`src/srctok_pkg.sv`:
```
package srctok_pkg;

    localparam int LINE_FIELD_W = 20;
    localparam int COL_FIELD_W  = 16;
    localparam int MAX_RES      = 3;
    localparam int CNT_W        = $clog2(MAX_RES + 1);
    localparam int IDX_W        = $clog2(MAX_RES);
    localparam int QUEUE_DEPTH  = 2;

    // record kinds
    localparam logic [1:0] KIND_VALUE = 2'd0;
    localparam logic [1:0] KIND_DONE  = 2'd1;
    localparam logic [1:0] KIND_ERROR = 2'd2;

    // token types
    localparam logic [3:0] TOK_DEF    = 4'd0;
    localparam logic [3:0] TOK_VOID   = 4'd1;
    localparam logic [3:0] TOK_INT    = 4'd2;
    localparam logic [3:0] TOK_FLOAT  = 4'd3;
    localparam logic [3:0] TOK_STR    = 4'd4;
    localparam logic [3:0] TOK_RET    = 4'd5;
    localparam logic [3:0] TOK_IDENT  = 4'd6;
    localparam logic [3:0] TOK_NUMBER = 4'd7;
    localparam logic [3:0] TOK_STRING = 4'd8;
    localparam logic [3:0] TOK_LPAREN = 4'd9;
    localparam logic [3:0] TOK_RPAREN = 4'd10;
    localparam logic [3:0] TOK_LBRACE = 4'd11;
    localparam logic [3:0] TOK_RBRACE = 4'd12;
    localparam logic [3:0] TOK_ARROW  = 4'd13;
    localparam logic [3:0] TOK_SEMI   = 4'd14;

    // error records carry no token type
    localparam logic [3:0] TOK_NONE   = 4'd0;

    // error codes
    localparam logic [1:0] ERR_NONE       = 2'd0;
    localparam logic [1:0] ERR_NL_IN_STR  = 2'd1;
    localparam logic [1:0] ERR_UNEXPECTED = 2'd2;
    localparam logic [1:0] ERR_STR_OPEN   = 2'd3;

    typedef enum logic [2:0] {
        MODE_IDLE,
        MODE_STRING,
        MODE_NUMBER,
        MODE_IDENT,
        MODE_MINUS
    } scan_mode_t;

    typedef struct packed {
        logic [7:0] ch;
        logic       end_of_source;
    } src_item_t;

    typedef struct packed {
        logic [1:0]              kind;
        logic [3:0]              tok_type;
        logic [7:0]              value_byte;
        logic [1:0]              err_code;
        logic [LINE_FIELD_W-1:0] start_line;
        logic [COL_FIELD_W-1:0]  start_col;
        logic                    last_of_run;
    } tok_item_t;

    // all records caused by one source byte
    typedef struct packed {
        tok_item_t [MAX_RES-1:0] recs;
        logic [CNT_W-1:0]        count;
    } bundle_t;

    typedef struct packed {
        logic full;
        logic empty;
    } q_status_t;

endpackage

```
`src/srctok_front.sv`:
```
module srctok_front #(
    parameter int LINE_WIDTH = 20,
    parameter int COL_WIDTH  = 16
) (
    input  logic                   clk,
    input  logic                   rst_n,
    input  logic                   src_valid,
    output logic                   src_stall,
    input  srctok_pkg::src_item_t  src_item,
    input  srctok_pkg::q_status_t  q_status,
    output logic                   push,
    output srctok_pkg::bundle_t    push_data
);

    localparam int LW = srctok_pkg::LINE_FIELD_W;
    localparam int CW = srctok_pkg::COL_FIELD_W;
    localparam int LX = (LINE_WIDTH > LW) ? LINE_WIDTH : LW;
    localparam int CX = (COL_WIDTH > CW) ? COL_WIDTH : CW;
    localparam int KW_BYTES = 5;

    localparam logic [7:0] CH_QUOTE  = 8'h22;
    localparam logic [7:0] CH_SPACE  = 8'h20;
    localparam logic [7:0] CH_TAB    = 8'h09;
    localparam logic [7:0] CH_NL     = 8'h0A;
    localparam logic [7:0] CH_LPAREN = 8'h28;
    localparam logic [7:0] CH_RPAREN = 8'h29;
    localparam logic [7:0] CH_LBRACE = 8'h7B;
    localparam logic [7:0] CH_RBRACE = 8'h7D;
    localparam logic [7:0] CH_SEMI   = 8'h3B;
    localparam logic [7:0] CH_MINUS  = 8'h2D;
    localparam logic [7:0] CH_GT     = 8'h3E;
    localparam logic [7:0] CH_UNDER  = 8'h5F;

    srctok_pkg::scan_mode_t mode_reg, mode_next;
    logic [LINE_WIDTH-1:0]  line_reg, line_next;
    logic [COL_WIDTH-1:0]   col_reg, col_next;
    logic [LW-1:0]          tok_line_reg, tok_line_next;
    logic [CW-1:0]          tok_col_reg, tok_col_next;
    logic [KW_BYTES-1:0][7:0] kw_reg, kw_next;
    logic [2:0]             len_reg, len_next;

    logic                   accept;
    logic [7:0]             c;
    logic [LW-1:0]          ln;
    logic [CW-1:0]          cl;
    logic                   do_start;
    logic [srctok_pkg::CNT_W-1:0] n;
    srctok_pkg::tok_item_t [srctok_pkg::MAX_RES-1:0] recs;

    function automatic logic is_digit(logic [7:0] x);
        return (x >= 8'h30) && (x <= 8'h39);
    endfunction

    function automatic logic is_ident_start(logic [7:0] x);
        return ((x >= 8'h61) && (x <= 8'h7A)) || ((x >= 8'h41) && (x <= 8'h5A))
            || (x == CH_UNDER);
    endfunction

    function automatic logic is_ident_char(logic [7:0] x);
        return is_ident_start(x) || is_digit(x);
    endfunction

    function automatic logic [3:0] ident_type(logic [KW_BYTES-1:0][7:0] kw, logic [2:0] len);
        logic [3:0] t;
        t = srctok_pkg::TOK_IDENT;
        if (len == 3'd3 && kw[2:0] == {"f", "e", "d"})
            t = srctok_pkg::TOK_DEF;
        else if (len == 3'd4 && kw[3:0] == {"d", "i", "o", "v"})
            t = srctok_pkg::TOK_VOID;
        else if (len == 3'd3 && kw[2:0] == {"t", "n", "i"})
            t = srctok_pkg::TOK_INT;
        else if (len == 3'd5 && kw[4:0] == {"t", "a", "o", "l", "f"})
            t = srctok_pkg::TOK_FLOAT;
        else if (len == 3'd3 && kw[2:0] == {"r", "t", "s"})
            t = srctok_pkg::TOK_STR;
        else if (len == 3'd3 && kw[2:0] == {"t", "e", "r"})
            t = srctok_pkg::TOK_RET;
        return t;
    endfunction

    function automatic logic [LW-1:0] clamp_line(logic [LINE_WIDTH-1:0] v);
        logic [LX-1:0] w;
        w = LX'(v);
        if (w > LX'({LW{1'b1}}))
            return '1;
        return w[LW-1:0];
    endfunction

    function automatic logic [CW-1:0] clamp_col(logic [COL_WIDTH-1:0] v);
        logic [CX-1:0] w;
        w = CX'(v);
        if (w > CX'({CW{1'b1}}))
            return '1;
        return w[CW-1:0];
    endfunction

    function automatic srctok_pkg::tok_item_t mk(logic [1:0] k, logic [3:0] t,
                                                 logic [7:0] v, logic [1:0] e,
                                                 logic [LW-1:0] l, logic [CW-1:0] cc);
        srctok_pkg::tok_item_t r;
        r.kind        = k;
        r.tok_type    = t;
        r.value_byte  = v;
        r.err_code    = e;
        r.start_line  = l;
        r.start_col   = cc;
        r.last_of_run = 1'b0;
        return r;
    endfunction

    assign accept    = src_valid && !q_status.full;
    assign src_stall = q_status.full;
    assign c         = src_item.ch;
    assign ln        = clamp_line(line_reg);
    assign cl        = clamp_col(col_reg);

    always_comb
    begin
        mode_next     = mode_reg;
        line_next     = line_reg;
        col_next      = col_reg;
        tok_line_next = tok_line_reg;
        tok_col_next  = tok_col_reg;
        kw_next       = kw_reg;
        len_next      = len_reg;
        do_start      = 1'b0;
        n             = '0;
        recs          = '0;

        // finish or extend the open token
        unique case (mode_reg)
            srctok_pkg::MODE_STRING:
            begin
                if (c == CH_QUOTE)
                begin
                    recs[n] = mk(srctok_pkg::KIND_DONE, srctok_pkg::TOK_STRING, 8'h00,
                                 srctok_pkg::ERR_NONE, tok_line_reg, tok_col_reg);
                    mode_next = srctok_pkg::MODE_IDLE;
                end
                else if (c == CH_NL)
                    recs[n] = mk(srctok_pkg::KIND_ERROR, srctok_pkg::TOK_NONE, CH_NL,
                                 srctok_pkg::ERR_NL_IN_STR, tok_line_reg, tok_col_reg);
                else
                    recs[n] = mk(srctok_pkg::KIND_VALUE, srctok_pkg::TOK_STRING, c,
                                 srctok_pkg::ERR_NONE, tok_line_reg, tok_col_reg);
                n = n + 1'b1;
            end
            srctok_pkg::MODE_NUMBER:
            begin
                if (is_digit(c))
                    recs[n] = mk(srctok_pkg::KIND_VALUE, srctok_pkg::TOK_NUMBER, c,
                                 srctok_pkg::ERR_NONE, tok_line_reg, tok_col_reg);
                else
                begin
                    recs[n] = mk(srctok_pkg::KIND_DONE, srctok_pkg::TOK_NUMBER, 8'h00,
                                 srctok_pkg::ERR_NONE, tok_line_reg, tok_col_reg);
                    mode_next = srctok_pkg::MODE_IDLE;
                    do_start  = 1'b1;
                end
                n = n + 1'b1;
            end
            srctok_pkg::MODE_IDENT:
            begin
                if (is_ident_char(c))
                begin
                    for (int i = 0; i < KW_BYTES; i++)
                        if (len_reg == 3'(i))
                            kw_next[i] = c;
                    if (len_reg < 3'd6)
                        len_next = len_reg + 3'd1;
                    recs[n] = mk(srctok_pkg::KIND_VALUE, srctok_pkg::TOK_IDENT, c,
                                 srctok_pkg::ERR_NONE, tok_line_reg, tok_col_reg);
                end
                else
                begin
                    recs[n] = mk(srctok_pkg::KIND_DONE, ident_type(kw_reg, len_reg), 8'h00,
                                 srctok_pkg::ERR_NONE, tok_line_reg, tok_col_reg);
                    mode_next = srctok_pkg::MODE_IDLE;
                    do_start  = 1'b1;
                end
                n = n + 1'b1;
            end
            srctok_pkg::MODE_MINUS:
            begin
                mode_next = srctok_pkg::MODE_IDLE;
                if (c == CH_GT)
                    recs[n] = mk(srctok_pkg::KIND_DONE, srctok_pkg::TOK_ARROW, 8'h00,
                                 srctok_pkg::ERR_NONE, tok_line_reg, tok_col_reg);
                else
                begin
                    recs[n] = mk(srctok_pkg::KIND_ERROR, srctok_pkg::TOK_NONE, CH_MINUS,
                                 srctok_pkg::ERR_UNEXPECTED, tok_line_reg, tok_col_reg);
                    do_start = 1'b1;
                end
                n = n + 1'b1;
            end
            srctok_pkg::MODE_IDLE:
                do_start = 1'b1;
            default:
            begin
                mode_next = srctok_pkg::MODE_IDLE;
                do_start  = 1'b1;
            end
        endcase

        // byte begins a new item
        if (do_start)
        begin
            priority if (c == CH_QUOTE)
            begin
                mode_next     = srctok_pkg::MODE_STRING;
                tok_line_next = ln;
                tok_col_next  = cl;
            end
            else if (c == CH_SPACE || c == CH_TAB || c == CH_NL)
            begin
            end
            else if (c == CH_LPAREN || c == CH_RPAREN || c == CH_LBRACE
                     || c == CH_RBRACE || c == CH_SEMI)
            begin
                recs[n] = mk(srctok_pkg::KIND_DONE,
                             (c == CH_LPAREN) ? srctok_pkg::TOK_LPAREN :
                             (c == CH_RPAREN) ? srctok_pkg::TOK_RPAREN :
                             (c == CH_LBRACE) ? srctok_pkg::TOK_LBRACE :
                             (c == CH_RBRACE) ? srctok_pkg::TOK_RBRACE :
                                                srctok_pkg::TOK_SEMI,
                             8'h00, srctok_pkg::ERR_NONE, ln, cl);
                n = n + 1'b1;
            end
            else if (c == CH_MINUS)
            begin
                mode_next     = srctok_pkg::MODE_MINUS;
                tok_line_next = ln;
                tok_col_next  = cl;
            end
            else if (is_digit(c))
            begin
                mode_next     = srctok_pkg::MODE_NUMBER;
                tok_line_next = ln;
                tok_col_next  = cl;
                recs[n] = mk(srctok_pkg::KIND_VALUE, srctok_pkg::TOK_NUMBER, c,
                             srctok_pkg::ERR_NONE, ln, cl);
                n = n + 1'b1;
            end
            else if (is_ident_start(c))
            begin
                mode_next     = srctok_pkg::MODE_IDENT;
                tok_line_next = ln;
                tok_col_next  = cl;
                kw_next       = '0;
                kw_next[0]    = c;
                len_next      = 3'd1;
                recs[n] = mk(srctok_pkg::KIND_VALUE, srctok_pkg::TOK_IDENT, c,
                             srctok_pkg::ERR_NONE, ln, cl);
                n = n + 1'b1;
            end
            else
            begin
                recs[n] = mk(srctok_pkg::KIND_ERROR, srctok_pkg::TOK_NONE, c,
                             srctok_pkg::ERR_UNEXPECTED, ln, cl);
                n = n + 1'b1;
            end
        end

        // position counters, saturating
        if (c == CH_NL)
        begin
            if (line_reg != '1)
                line_next = line_reg + 1'b1;
            col_next = COL_WIDTH'(1);
        end
        else if (col_reg != '1)
            col_next = col_reg + 1'b1;

        // end of source flushes the open token
        if (src_item.end_of_source)
        begin
            unique case (mode_next)
                srctok_pkg::MODE_STRING:
                begin
                    recs[n] = mk(srctok_pkg::KIND_ERROR, srctok_pkg::TOK_NONE, 8'h00,
                                 srctok_pkg::ERR_STR_OPEN, tok_line_next, tok_col_next);
                    n = n + 1'b1;
                end
                srctok_pkg::MODE_NUMBER:
                begin
                    recs[n] = mk(srctok_pkg::KIND_DONE, srctok_pkg::TOK_NUMBER, 8'h00,
                                 srctok_pkg::ERR_NONE, tok_line_next, tok_col_next);
                    n = n + 1'b1;
                end
                srctok_pkg::MODE_IDENT:
                begin
                    recs[n] = mk(srctok_pkg::KIND_DONE, ident_type(kw_next, len_next), 8'h00,
                                 srctok_pkg::ERR_NONE, tok_line_next, tok_col_next);
                    n = n + 1'b1;
                end
                srctok_pkg::MODE_MINUS:
                begin
                    recs[n] = mk(srctok_pkg::KIND_ERROR, srctok_pkg::TOK_NONE, CH_MINUS,
                                 srctok_pkg::ERR_UNEXPECTED, tok_line_next, tok_col_next);
                    n = n + 1'b1;
                end
                default:
                begin
                end
            endcase
            mode_next = srctok_pkg::MODE_IDLE;
            line_next = LINE_WIDTH'(1);
            col_next  = COL_WIDTH'(1);
        end

        if (n != '0)
            recs[n - 1'b1].last_of_run = 1'b1;
    end

    assign push            = accept && (n != '0);
    assign push_data.recs  = recs;
    assign push_data.count = n;

    always_ff @(posedge clk or negedge rst_n)
    begin
        if (!rst_n)
        begin
            mode_reg     <= srctok_pkg::MODE_IDLE;
            line_reg     <= LINE_WIDTH'(1);
            col_reg      <= COL_WIDTH'(1);
            tok_line_reg <= LW'(1);
            tok_col_reg  <= CW'(1);
            kw_reg       <= '0;
            len_reg      <= '0;
        end
        else if (accept)
        begin
            mode_reg     <= mode_next;
            line_reg     <= line_next;
            col_reg      <= col_next;
            tok_line_reg <= tok_line_next;
            tok_col_reg  <= tok_col_next;
            kw_reg       <= kw_next;
            len_reg      <= len_next;
        end
    end

endmodule

```
`src/srctok_queue.sv`:
```
module srctok_queue (
    input  logic                  clk,
    input  logic                  rst_n,
    input  logic                  push,
    input  srctok_pkg::bundle_t   push_data,
    input  logic                  pop,
    output srctok_pkg::q_status_t q_status,
    output srctok_pkg::bundle_t   head
);

    localparam int DEPTH = srctok_pkg::QUEUE_DEPTH;
    localparam int AW    = (DEPTH > 1) ? $clog2(DEPTH) : 1;

    srctok_pkg::bundle_t mem_reg [DEPTH];
    logic [AW-1:0] wr_ptr_reg, wr_ptr_next;
    logic [AW-1:0] rd_ptr_reg, rd_ptr_next;
    logic [AW:0]   count_reg, count_next;

    always_comb
    begin
        wr_ptr_next = wr_ptr_reg;
        rd_ptr_next = rd_ptr_reg;
        count_next  = count_reg;
        if (push)
            wr_ptr_next = (wr_ptr_reg == AW'(DEPTH - 1)) ? '0 : wr_ptr_reg + 1'b1;
        if (pop)
            rd_ptr_next = (rd_ptr_reg == AW'(DEPTH - 1)) ? '0 : rd_ptr_reg + 1'b1;
        if (push && !pop)
            count_next = count_reg + 1'b1;
        else if (pop && !push)
            count_next = count_reg - 1'b1;
    end

    always_ff @(posedge clk or negedge rst_n)
    begin
        if (!rst_n)
        begin
            wr_ptr_reg <= '0;
            rd_ptr_reg <= '0;
            count_reg  <= '0;
        end
        else
        begin
            wr_ptr_reg <= wr_ptr_next;
            rd_ptr_reg <= rd_ptr_next;
            count_reg  <= count_next;
        end
    end

    always_ff @(posedge clk)
    begin
        if (push)
            mem_reg[wr_ptr_reg] <= push_data;
    end

    assign q_status.full  = (count_reg == (AW + 1)'(DEPTH));
    assign q_status.empty = (count_reg == '0);
    assign head           = mem_reg[rd_ptr_reg];

endmodule

```
`src/srctok_back.sv`:
```
module srctok_back (
    input  logic                  clk,
    input  logic                  rst_n,
    input  srctok_pkg::q_status_t q_status,
    input  srctok_pkg::bundle_t   head,
    output logic                  pop,
    output logic                  tok_valid,
    input  logic                  tok_stall,
    output srctok_pkg::tok_item_t tok_item
);

    localparam int IW = srctok_pkg::IDX_W;
    localparam int NW = srctok_pkg::CNT_W;

    logic [IW-1:0]         idx_reg, idx_next;
    logic                  valid_reg, valid_next;
    srctok_pkg::tok_item_t out_reg, out_next;
    logic                  load;
    logic                  last;

    // take the next record whenever the output register is free or draining and the queue holds a bundle
    assign load = (!valid_reg || !tok_stall) && !q_status.empty;
    assign last = ((NW'(idx_reg) + NW'(1)) == head.count);
    assign pop  = load && last;

    always_comb
    begin
        idx_next   = idx_reg;
        valid_next = valid_reg;
        out_next   = out_reg;
        if (load)
        begin
            out_next   = head.recs[idx_reg];
            valid_next = 1'b1;
            idx_next   = last ? '0 : idx_reg + 1'b1;
        end
        else if (!tok_stall)
            valid_next = 1'b0;
    end

    always_ff @(posedge clk or negedge rst_n)
    begin
        if (!rst_n)
        begin
            idx_reg   <= '0;
            valid_reg <= 1'b0;
        end
        else
        begin
            idx_reg   <= idx_next;
            valid_reg <= valid_next;
        end
    end

    always_ff @(posedge clk)
    begin
        out_reg <= out_next;
    end

    assign tok_valid = valid_reg;
    assign tok_item  = out_reg;

endmodule

```
`src/source_tokenizer.sv`:
```
// channel | direction | payload     | handshake
// src     | in        | src_item_t  | src_valid / src_stall, byte taken when valid and not stall
// tok     | out       | tok_item_t  | tok_valid / tok_stall, record taken when valid and not stall
//
// the front scans one source byte per cycle while the bundle queue has room
// the back hands out one record per cycle while tok_stall is low and the queue holds a bundle
// after its byte is taken, a record passes through the bundle queue and then the output register
// reset clears the scanner to idle with line and column at 1 and empties the queue
// tok_stall holds the output register; two full bundles in the queue raise src_stall
module source_tokenizer #(
    parameter int LINE_WIDTH = 20,
    parameter int COL_WIDTH  = 16
) (
    input  logic                  clk,
    input  logic                  rst_n,
    input  logic                  src_valid,
    output logic                  src_stall,
    input  srctok_pkg::src_item_t src_item,
    output logic                  tok_valid,
    input  logic                  tok_stall,
    output srctok_pkg::tok_item_t tok_item
);

    // queue status is shared by both sides
    srctok_pkg::q_status_t q_status;
    srctok_pkg::bundle_t   push_data;
    srctok_pkg::bundle_t   head;
    logic                  push;
    logic                  pop;

    // front: scanner state, keyword buffer and position counters
    srctok_front #(
        .LINE_WIDTH (LINE_WIDTH),
        .COL_WIDTH  (COL_WIDTH)
    ) u_front (
        .clk       (clk),
        .rst_n     (rst_n),
        .src_valid (src_valid),
        .src_stall (src_stall),
        .src_item  (src_item),
        .q_status  (q_status),
        .push      (push),
        .push_data (push_data)
    );

    // short queue of per-byte record bundles, lets each side stall on its own
    srctok_queue u_queue (
        .clk       (clk),
        .rst_n     (rst_n),
        .push      (push),
        .push_data (push_data),
        .pop       (pop),
        .q_status  (q_status),
        .head      (head)
    );

    // back: walks each bundle, one record per transaction
    srctok_back u_back (
        .clk       (clk),
        .rst_n     (rst_n),
        .q_status  (q_status),
        .head      (head),
        .pop       (pop),
        .tok_valid (tok_valid),
        .tok_stall (tok_stall),
        .tok_item  (tok_item)
    );

endmodule

```
`config.mk`:
```
export PLATFORM = sky130hd
export DESIGN_NAME = source_tokenizer
export DESIGN_NICKNAME = d
export VERILOG_FILES = /design/src/srctok_pkg.sv /design/src/srctok_front.sv /design/src/srctok_queue.sv /design/src/srctok_back.sv /design/src/source_tokenizer.sv
export SDC_FILE = /design/constraint.sdc
export NUM_CORES = 1
export LEC_CHECK = 0
export ABC_AREA = 0
export BUFFER_PORTS_ARGS = -buffer_cell sky130_fd_sc_hd__buf_4
export CORE_MARGIN = 10
export CORE_UTILIZATION = 62
export DETAILED_ROUTE_END_ITERATION = 6
export PLACE_DENSITY = 0.79
export SYNTH_ARGS = -nofsm -noshare
export SYNTH_HDL_FRONTEND = slang
export SYNTH_SLANG_ARGS = --single-unit
```
`constraint.sdc`:
```
create_clock -name clk -period 12.1 [get_ports clk]
set_input_delay 1.21 -clock clk [delete_from_list [all_inputs] [get_ports clk]]
set_output_delay 1.21 -clock clk [all_outputs]
set_load 0.1 [all_outputs]
```
==> results of run 1 <==
[stage by stage]
stage               util (%)  cells  total power [uW]  setup WS [ns]
floorplan                  -   1694              4491          1.997
global placement       64.98   2141              5030          5.561
detailed placement     64.98   2141              5084          5.401
CTS                    69.25   2229              6519          6.007
global route           69.25   2229              6779          5.568
finish                 69.25   2229              6489          5.924
[area by class of cell]
type / count / area share (%)
clock inverters: 24 / 0.8065
multi-input cells: 1038 / 31.30
clock buffers: 64 / 5.350
inverters: 70 / 1.072
well taps: 461 / 2.353
repair buffers: 92 / 2.818
flip-flops and latches: 480 / 56.30
[Yosys cell counts, drive strengths merged, types with 5 or more instances]
cell type | count | area share (%)
a211oi | 8 | 0.29
a21o | 9 | 0.30
a21oi | 72 | 1.8
a22o | 100 | 4.0
a31oi | 6 | 0.17
and2 | 15 | 0.42
and3 | 18 | 0.51
and4 | 5 | 0.20
buf | 53 | 1.3
clkbuf | 53 | 0.90
dfrtp | 121 | 14
edfxtp | 355 | 48
ha | 12 | 0.68
inv | 70 | 1.2
mux2 | 47 | 2.4
mux2i | 71 | 3.2
mux4 | 51 | 5.2
nand2 | 157 | 2.7
nand2b | 13 | 0.37
nand3 | 46 | 1.1
nand3b | 6 | 0.20
nand4 | 17 | 0.48
nor2 | 108 | 1.9
nor2b | 32 | 0.90
nor3 | 25 | 0.56
nor4 | 8 | 0.23
o21a | 5 | 0.17
o21ai | 56 | 1.4
o22ai | 49 | 1.4
or2 | 8 | 0.23
or3 | 5 | 0.14
xnor2 | 14 | 0.55
xor2 | 19 | 0.75
[report_power, final]
group          total (uW)  switching [uW]  internal (uW)
Clock                1430             622            805
Sequential           2570             187           2390
Combinational        2490            1800            691
[how the worst min path moves through the flow]
| stage | end | startpoint | slack (ns) | cells past startpoint |
|---|---|---|---|---|
| 6_report | u_front.kw_reg[31]$_DFFE_PN0P_ | u_front.kw_reg[31]$_DFFE_PN0P_ | 0.49 | 1 |
| 5_1_grt | u_front.kw_reg[31]$_DFFE_PN0P_ | u_front.kw_reg[31]$_DFFE_PN0P_ | 0.51 | 1 |
| 4_1_cts | u_front.kw_reg[31]$_DFFE_PN0P_ | u_front.kw_reg[31]$_DFFE_PN0P_ | 0.49 | 1 |
| 3_5_place_dp | u_front.kw_reg[31]$_DFFE_PN0P_ | u_front.kw_reg[31]$_DFFE_PN0P_ | 0.47 | 1 |
| 3_3_place_gp | u_front.kw_reg[23]$_DFFE_PN0P_ | u_front.kw_reg[23]$_DFFE_PN0P_ | 0.46 | 1 |
| 2_1_floorplan | u_front.kw_reg[23]$_DFFE_PN0P_ | u_front.kw_reg[23]$_DFFE_PN0P_ | 0.44 | 1 |
[critical path, cell delays in order]
cell and delay, ns:
buf_4 0.22, or3_1 0.45, o211ai_2 0.24, or2_0 0.50
nand2_1 0.34, a211oi_2 0.32, nand3_1 0.19, nand2_1 0.20
o311ai_1 0.28, nor2_4 0.66, buf_4 0.64, buf_4 0.95
[cell families after synthesis]
| kind of cell | share of synthesized area, % |
|---|---|
| buf+inv | 3.382 |
| fa+ha+maj | 0.6776 |
| simple gates | 10.30 |
| mux | 10.78 |
| xor+xnor | 1.304 |
| flops | 62.25 |
| compound gates | 11.31 |
[metal layers]
metal / global-route usage, % / vias to the layer above
met5: 0 / -
met4: 7.790 / 0
met3: 4.876 / 109
met2: 40.73 / 693
met1: 33.38 / 7362
li1: - / 6464
[placed cells by master, fill, tap and decap left out, drive strengths merged, types with 4 or more instances in the layout]
master / count
a22o: 100
clkinv: 21
and2: 15
a21o: 9
nor2: 108
nand2b: 13
buf: 92
or2: 8
xnor2: 14
nand4: 17
dfrtp: 121
a21oi: 72
and3: 18
or3: 5
and4: 5
nor2b: 32
mux4: 51
mux2: 47
a31oi: 6
mux2i: 71
o211ai: 4
o31ai: 4
o21a: 5
nand3b: 6
xor2: 19
ha: 12
nor3: 25
nor4: 8
a211oi: 8
a21boi: 4
dfstp: 4
o22ai: 49
o21ai: 56
nand3: 46
nand2: 157
inv: 71
edfxtp: 355
clkbuf: 64
==> reports/qor.yml, run 1 <==
run_status:
  status: "finished clean"
worst_setup_path:
  ff2ff_setup_slack_ns: 6.40
  cp_data_arrival_time_ns: 6.37
  endpoint_kind: "flop"
  crit_end: "u_queue.mem_reg[0][53]$_DFFE_PP_"
  start_kind: "input port"
  cp.required_ns: 12.29
  timing.rr.start: "u_front.mode_reg[2]$_DFFE_PN0P_"
  critical_path_class: "in -> reg"
  startpoint: "src_item[5]"
  r2r-end: "u_queue.mem_reg[0][53]$_DFFE_PP_"
  r2r_cells: 11
  cp_max_fo: 82
power:
  p_leak_uw: 0.009333
  powerDensity_nw_per_um2: 264.7
  ir_drop_mv: 0.2760
sta:
  rsz0062_at_grt: "false"
  fin_setup_tns_ns: 0
  timing.hold.ws_ns: 0.4888
  tightest_slew_ns: 1.157
  finalSetupViolCount: 0
  finalHoldViolations: 0
  drv_slew: 0
  post-route-period-util_pct: 51.04
  finalCriticalPeriod_ns: 6.176
  max_freq_mhz: 161.9
  clock_skew_ns: 0.04450
  slew_headroom_pct: 22.86
logic_synthesis:
  synthesis.nets: 1719
  avgSynthCellArea_sq_um: 13.08
  async_flop_share_pct: 26.04
  synth.distinct_cells: 80
  ys_seq_elements: 480
  synthCells: 1694
  syn_area_sq_um: 22160
  synthFlopType: "edfxtp_1"
  ys_warn_count: 0
  yosysSeqAreaShare_pct: 62.25
  synth_edf_count: 355
routing:
  wl_per_cell_um: 24.50
  top_layer: "met4"
  first_pass_iters: 7
  vias: 14630
  drt_wl_total_um: 54610
  avgViaCountPerCell: 6.563
  detail_route.iter0.violations: 1579
  drc_errors: 0
  detail-route-antenna-nets: 0
  dr_wl_met3_um: 4418
  wl_met1_um: 22280
  wl_met2_um: 26540
worst_hold_path:
  hold_class: "reg -> reg"
grt:
  grt_pass1_vias: 14780
  grt_pass1_wl_um: 86080
  grt-ovfl-total: 0
  grt_max_degree: 83
  grt_use_total_pct: 24.99
  antenna_found_initial: 0
placed_design:
  place_area_sq_um: 23000
  numPortBuffers: 67
  hpwl_um: 33980
  place_congestion: 0.9271
cts:
  cts_tree: "built"
  clock_sinks: 480
  numCtsBuffers: 47
  cts_hold_buf: 0
  ctsResizeCount: 0
  htree_num_levels: 2
  clock_latency_ns: 0.62
  post_cts_buffers: 0
  cts_max_path_buffers: 3
  cts_root_buf: "clkbuf_16"
  cts.clk_slew.worst_paths_ns: 0.06
layout:
  fillers: 2402
  finish.net_count: 1754
  area_growth_pct: 10.62
  drive_gt1_share_pct: 16.91
  multiInputGateArea_sq_um: 7672
  antennaDiodeCount: 0
  design_area_sq_um: 24510
  regArea_sq_um: 13800
  largest_reg_flops: 302
floorplanning:
  dieArea_sq_um: 43700
  ios: 68
  rows: 69
  core_sq_um: 35400
  initial_core_util_pct: 62.60
  fp.dieW_um: 209.1
  dieHeight_um: 209.1
job:
  maxCapViolations: 0
Power figures use the tool's default switching activity.
==> run 2, diff against run 1 <==
CORE_UTILIZATION = 56   (was 62)
PLACE_DENSITY = 0.76   (was 0.79)
clock period = 5.1 ns   (was 12.1 ns; I/O delays follow)
==> run 2 against run 1 <==
Die area up 9.7%. Sequential power up 140%. Hold slack worse by 0.45 ns. Sequential cell count did not move. Count of clock-buffer cells in the layout decreased by 6. Worst setup slack worse by 5.1 ns. Total power rose by 140%. Combinational power increased by 140%. Register-to-register slack lost 5.6 ns. Routed wire length is 2.8% lower. Sequential share of layout area fell by 0.75 points.
==> reports/qor.yml, run 2 (synthesis gave the netlist of run 1 again) <==
sta:
  finalSetupViolCount: 0
  fin_setup_tns_ns: 0
  rsz0062_at_grt: "false"
  finalCriticalPeriod_ns: 4.301
  clock_skew_ns: 0.01825
  tightest_slew_ns: 0.9954
  finalHoldViolations: 0
  max_freq_mhz: 232.5
  post-route-period-util_pct: 84.32
  slew_headroom_pct: 33.64
  drv_slew: 0
cts:
  clock_latency_ns: 0.58
  cts_tree: "built"
  cts_max_path_buffers: 3
  post_cts_buffers: 0
  cts.clk_slew.worst_paths_ns: 0.06
  htree_num_levels: 2
  clock_sinks: 480
  cts_root_buf: "clkbuf_16"
  numCtsBuffers: 48
  cts_hold_buf: 0
  ctsResizeCount: 0
run_status:
  status: "finished clean"
grt:
  grt_use_met1_pct: 29.78
  grt_pass1_vias: 14490
  grt_busiest_layer: "met2"
  grtUsageMet3_pct: 3.590
  antenna_found_initial: 0
  grt_max_degree: 88
  grt_use_met2_pct: 36.43
  grt_use_total_pct: 21.97
  grt-ovfl-total: 0
  grt_pass1_wl_um: 82940
routing:
  vias: 14430
  wl_per_cell_um: 23.16
  first_pass_iters: 6
  detail-route-antenna-nets: 0
  drc_errors: 0
  detail_route.iter0.violations: 1585
  drt_wl_total_um: 53100
  avgViaCountPerCell: 6.293
floorplanning:
  fp.dieW_um: 218.9
  dieArea_sq_um: 47930
  ios: 68
  initial_core_util_pct: 56.94
  core_sq_um: 38920
  rows: 72
  dieHeight_um: 218.9
layout:
  finish.net_count: 1762
  final_common_cell: "edfxtp_1"
  antennaDiodeCount: 0
  area_growth_pct: 12.11
  final_cell_mix: "edfxtp_1, nand2_1, dfrtp_1"
  utilization_pct: 63.83
  drive_gt1_share_pct: 17.75
  fillers: 2896
  multiInputGateArea_sq_um: 7699
  final_cells: 2293
  regArea_sq_um: 13800
  largest_reg_flops: 302
  design_area_sq_um: 24840
placed_design:
  place_area_sq_um: 23230
  dp_cells: 2205
  place_congestion: 0.9510
  hpwl_um: 32970
  numPortBuffers: 67
worst_setup_path:
  cp.required_ns: 5.41
  cp_data_arrival_time_ns: 4.62
  endpoint_kind: "flop"
  r2r_cells: 14
  cp_max_fo: 36
  critical_path_class: "reg -> reg"
  start_kind: "flop"
job:
  maxCapViolations: 0
power:
  powerDensity_nw_per_um2: 630.1
  ir_drop_mv: 0.5839
  p_leak_uw: 0.009438
worst_hold_path:
  hold_class: "in -> async"
run 2: cell count changes in the layout (fill, tap and decap cells not counted), sizes merged:
cell / change
clkinvlp: +2
buf: +7
bufinv: +5
clkbuf: -6
clkinv: -5
inv: +4
run 2: stage by stage:
stage                     hold slack [ns]  total power (uW)  worst slack [ns]
final                             0.04079             15650            0.7994
after global routing               0.1032             16330            0.5036
after CTS                         0.08336             15750            0.8763
after detailed placement           0.4787             12110            0.5896
after global placement             0.4626             11970            0.6703
after floorplan                    0.2144             10550         0.0004357
run 2: path summary, 6_finish.rpt:
kind                                                       from                                to  slack, ns
worst max-delay path            u_front.mode_reg[1]$_DFFE_PN0P_  u_queue.mem_reg[0][33]$_DFFE_PP_       0.80
worst min-delay path                                      rst_n    u_front.kw_reg[11]$_DFFE_PN0P_       0.04
worst max register to register  u_front.mode_reg[1]$_DFFE_PN0P_  u_queue.mem_reg[0][33]$_DFFE_PP_       0.80
worst min register to register   u_front.kw_reg[34]$_DFFE_PN0P_    u_front.kw_reg[34]$_DFFE_PN0P_       0.50
max in group asynchronous                                 rst_n    u_queue.rd_ptr_reg$_DFFE_PN0P_       3.98
min in group clk                                      tok_stall      u_back.tok_valid$_DFFE_PN0P_       0.17
run 2: layout make-up:
| type | count | share of cell area (%) |
|---|---|---|
| clock buffers | 58 | 5.027 |
| clock inverters | 30 | 1.471 |
| inverters | 70 | 1.058 |
| multi-input cells | 1038 | 30.99 |
| flip-flops and latches | 480 | 55.55 |
| well taps | 518 | 2.609 |
| repair buffers | 99 | 3.294 |
run 2: metal layers:
layer	part of all wire (%)	up-vias	routed length, um
li1	-	6493	-
met2	49	522	26140
met5	0	-	0
met4	1.8	0	954
met1	43	7338	22570
met3	6.5	77	3433
run 2: critical path, cell delays in order (launching register included):
cell	delay [ns]
dfrtp_1	0.48
nor2_1	0.40
xor2_1	0.30
inv_1	0.21
ha_1	0.31
nand2_1	0.05
o2111ai_1	0.12
o21ai_2	0.18
ha_1	0.24
nand2_1	0.15
a31oi_1	0.64
buf_4	0.28
a21oi_4	0.06
buf_4	0.32
a22o_1	0.27
run 2: where the power goes:
part	leakage (uW)	internal, uW	switching (uW)
combinational	0.00358	1710	4190
sequential	0.00507	5650	498
clock	0.000786	2110	1500
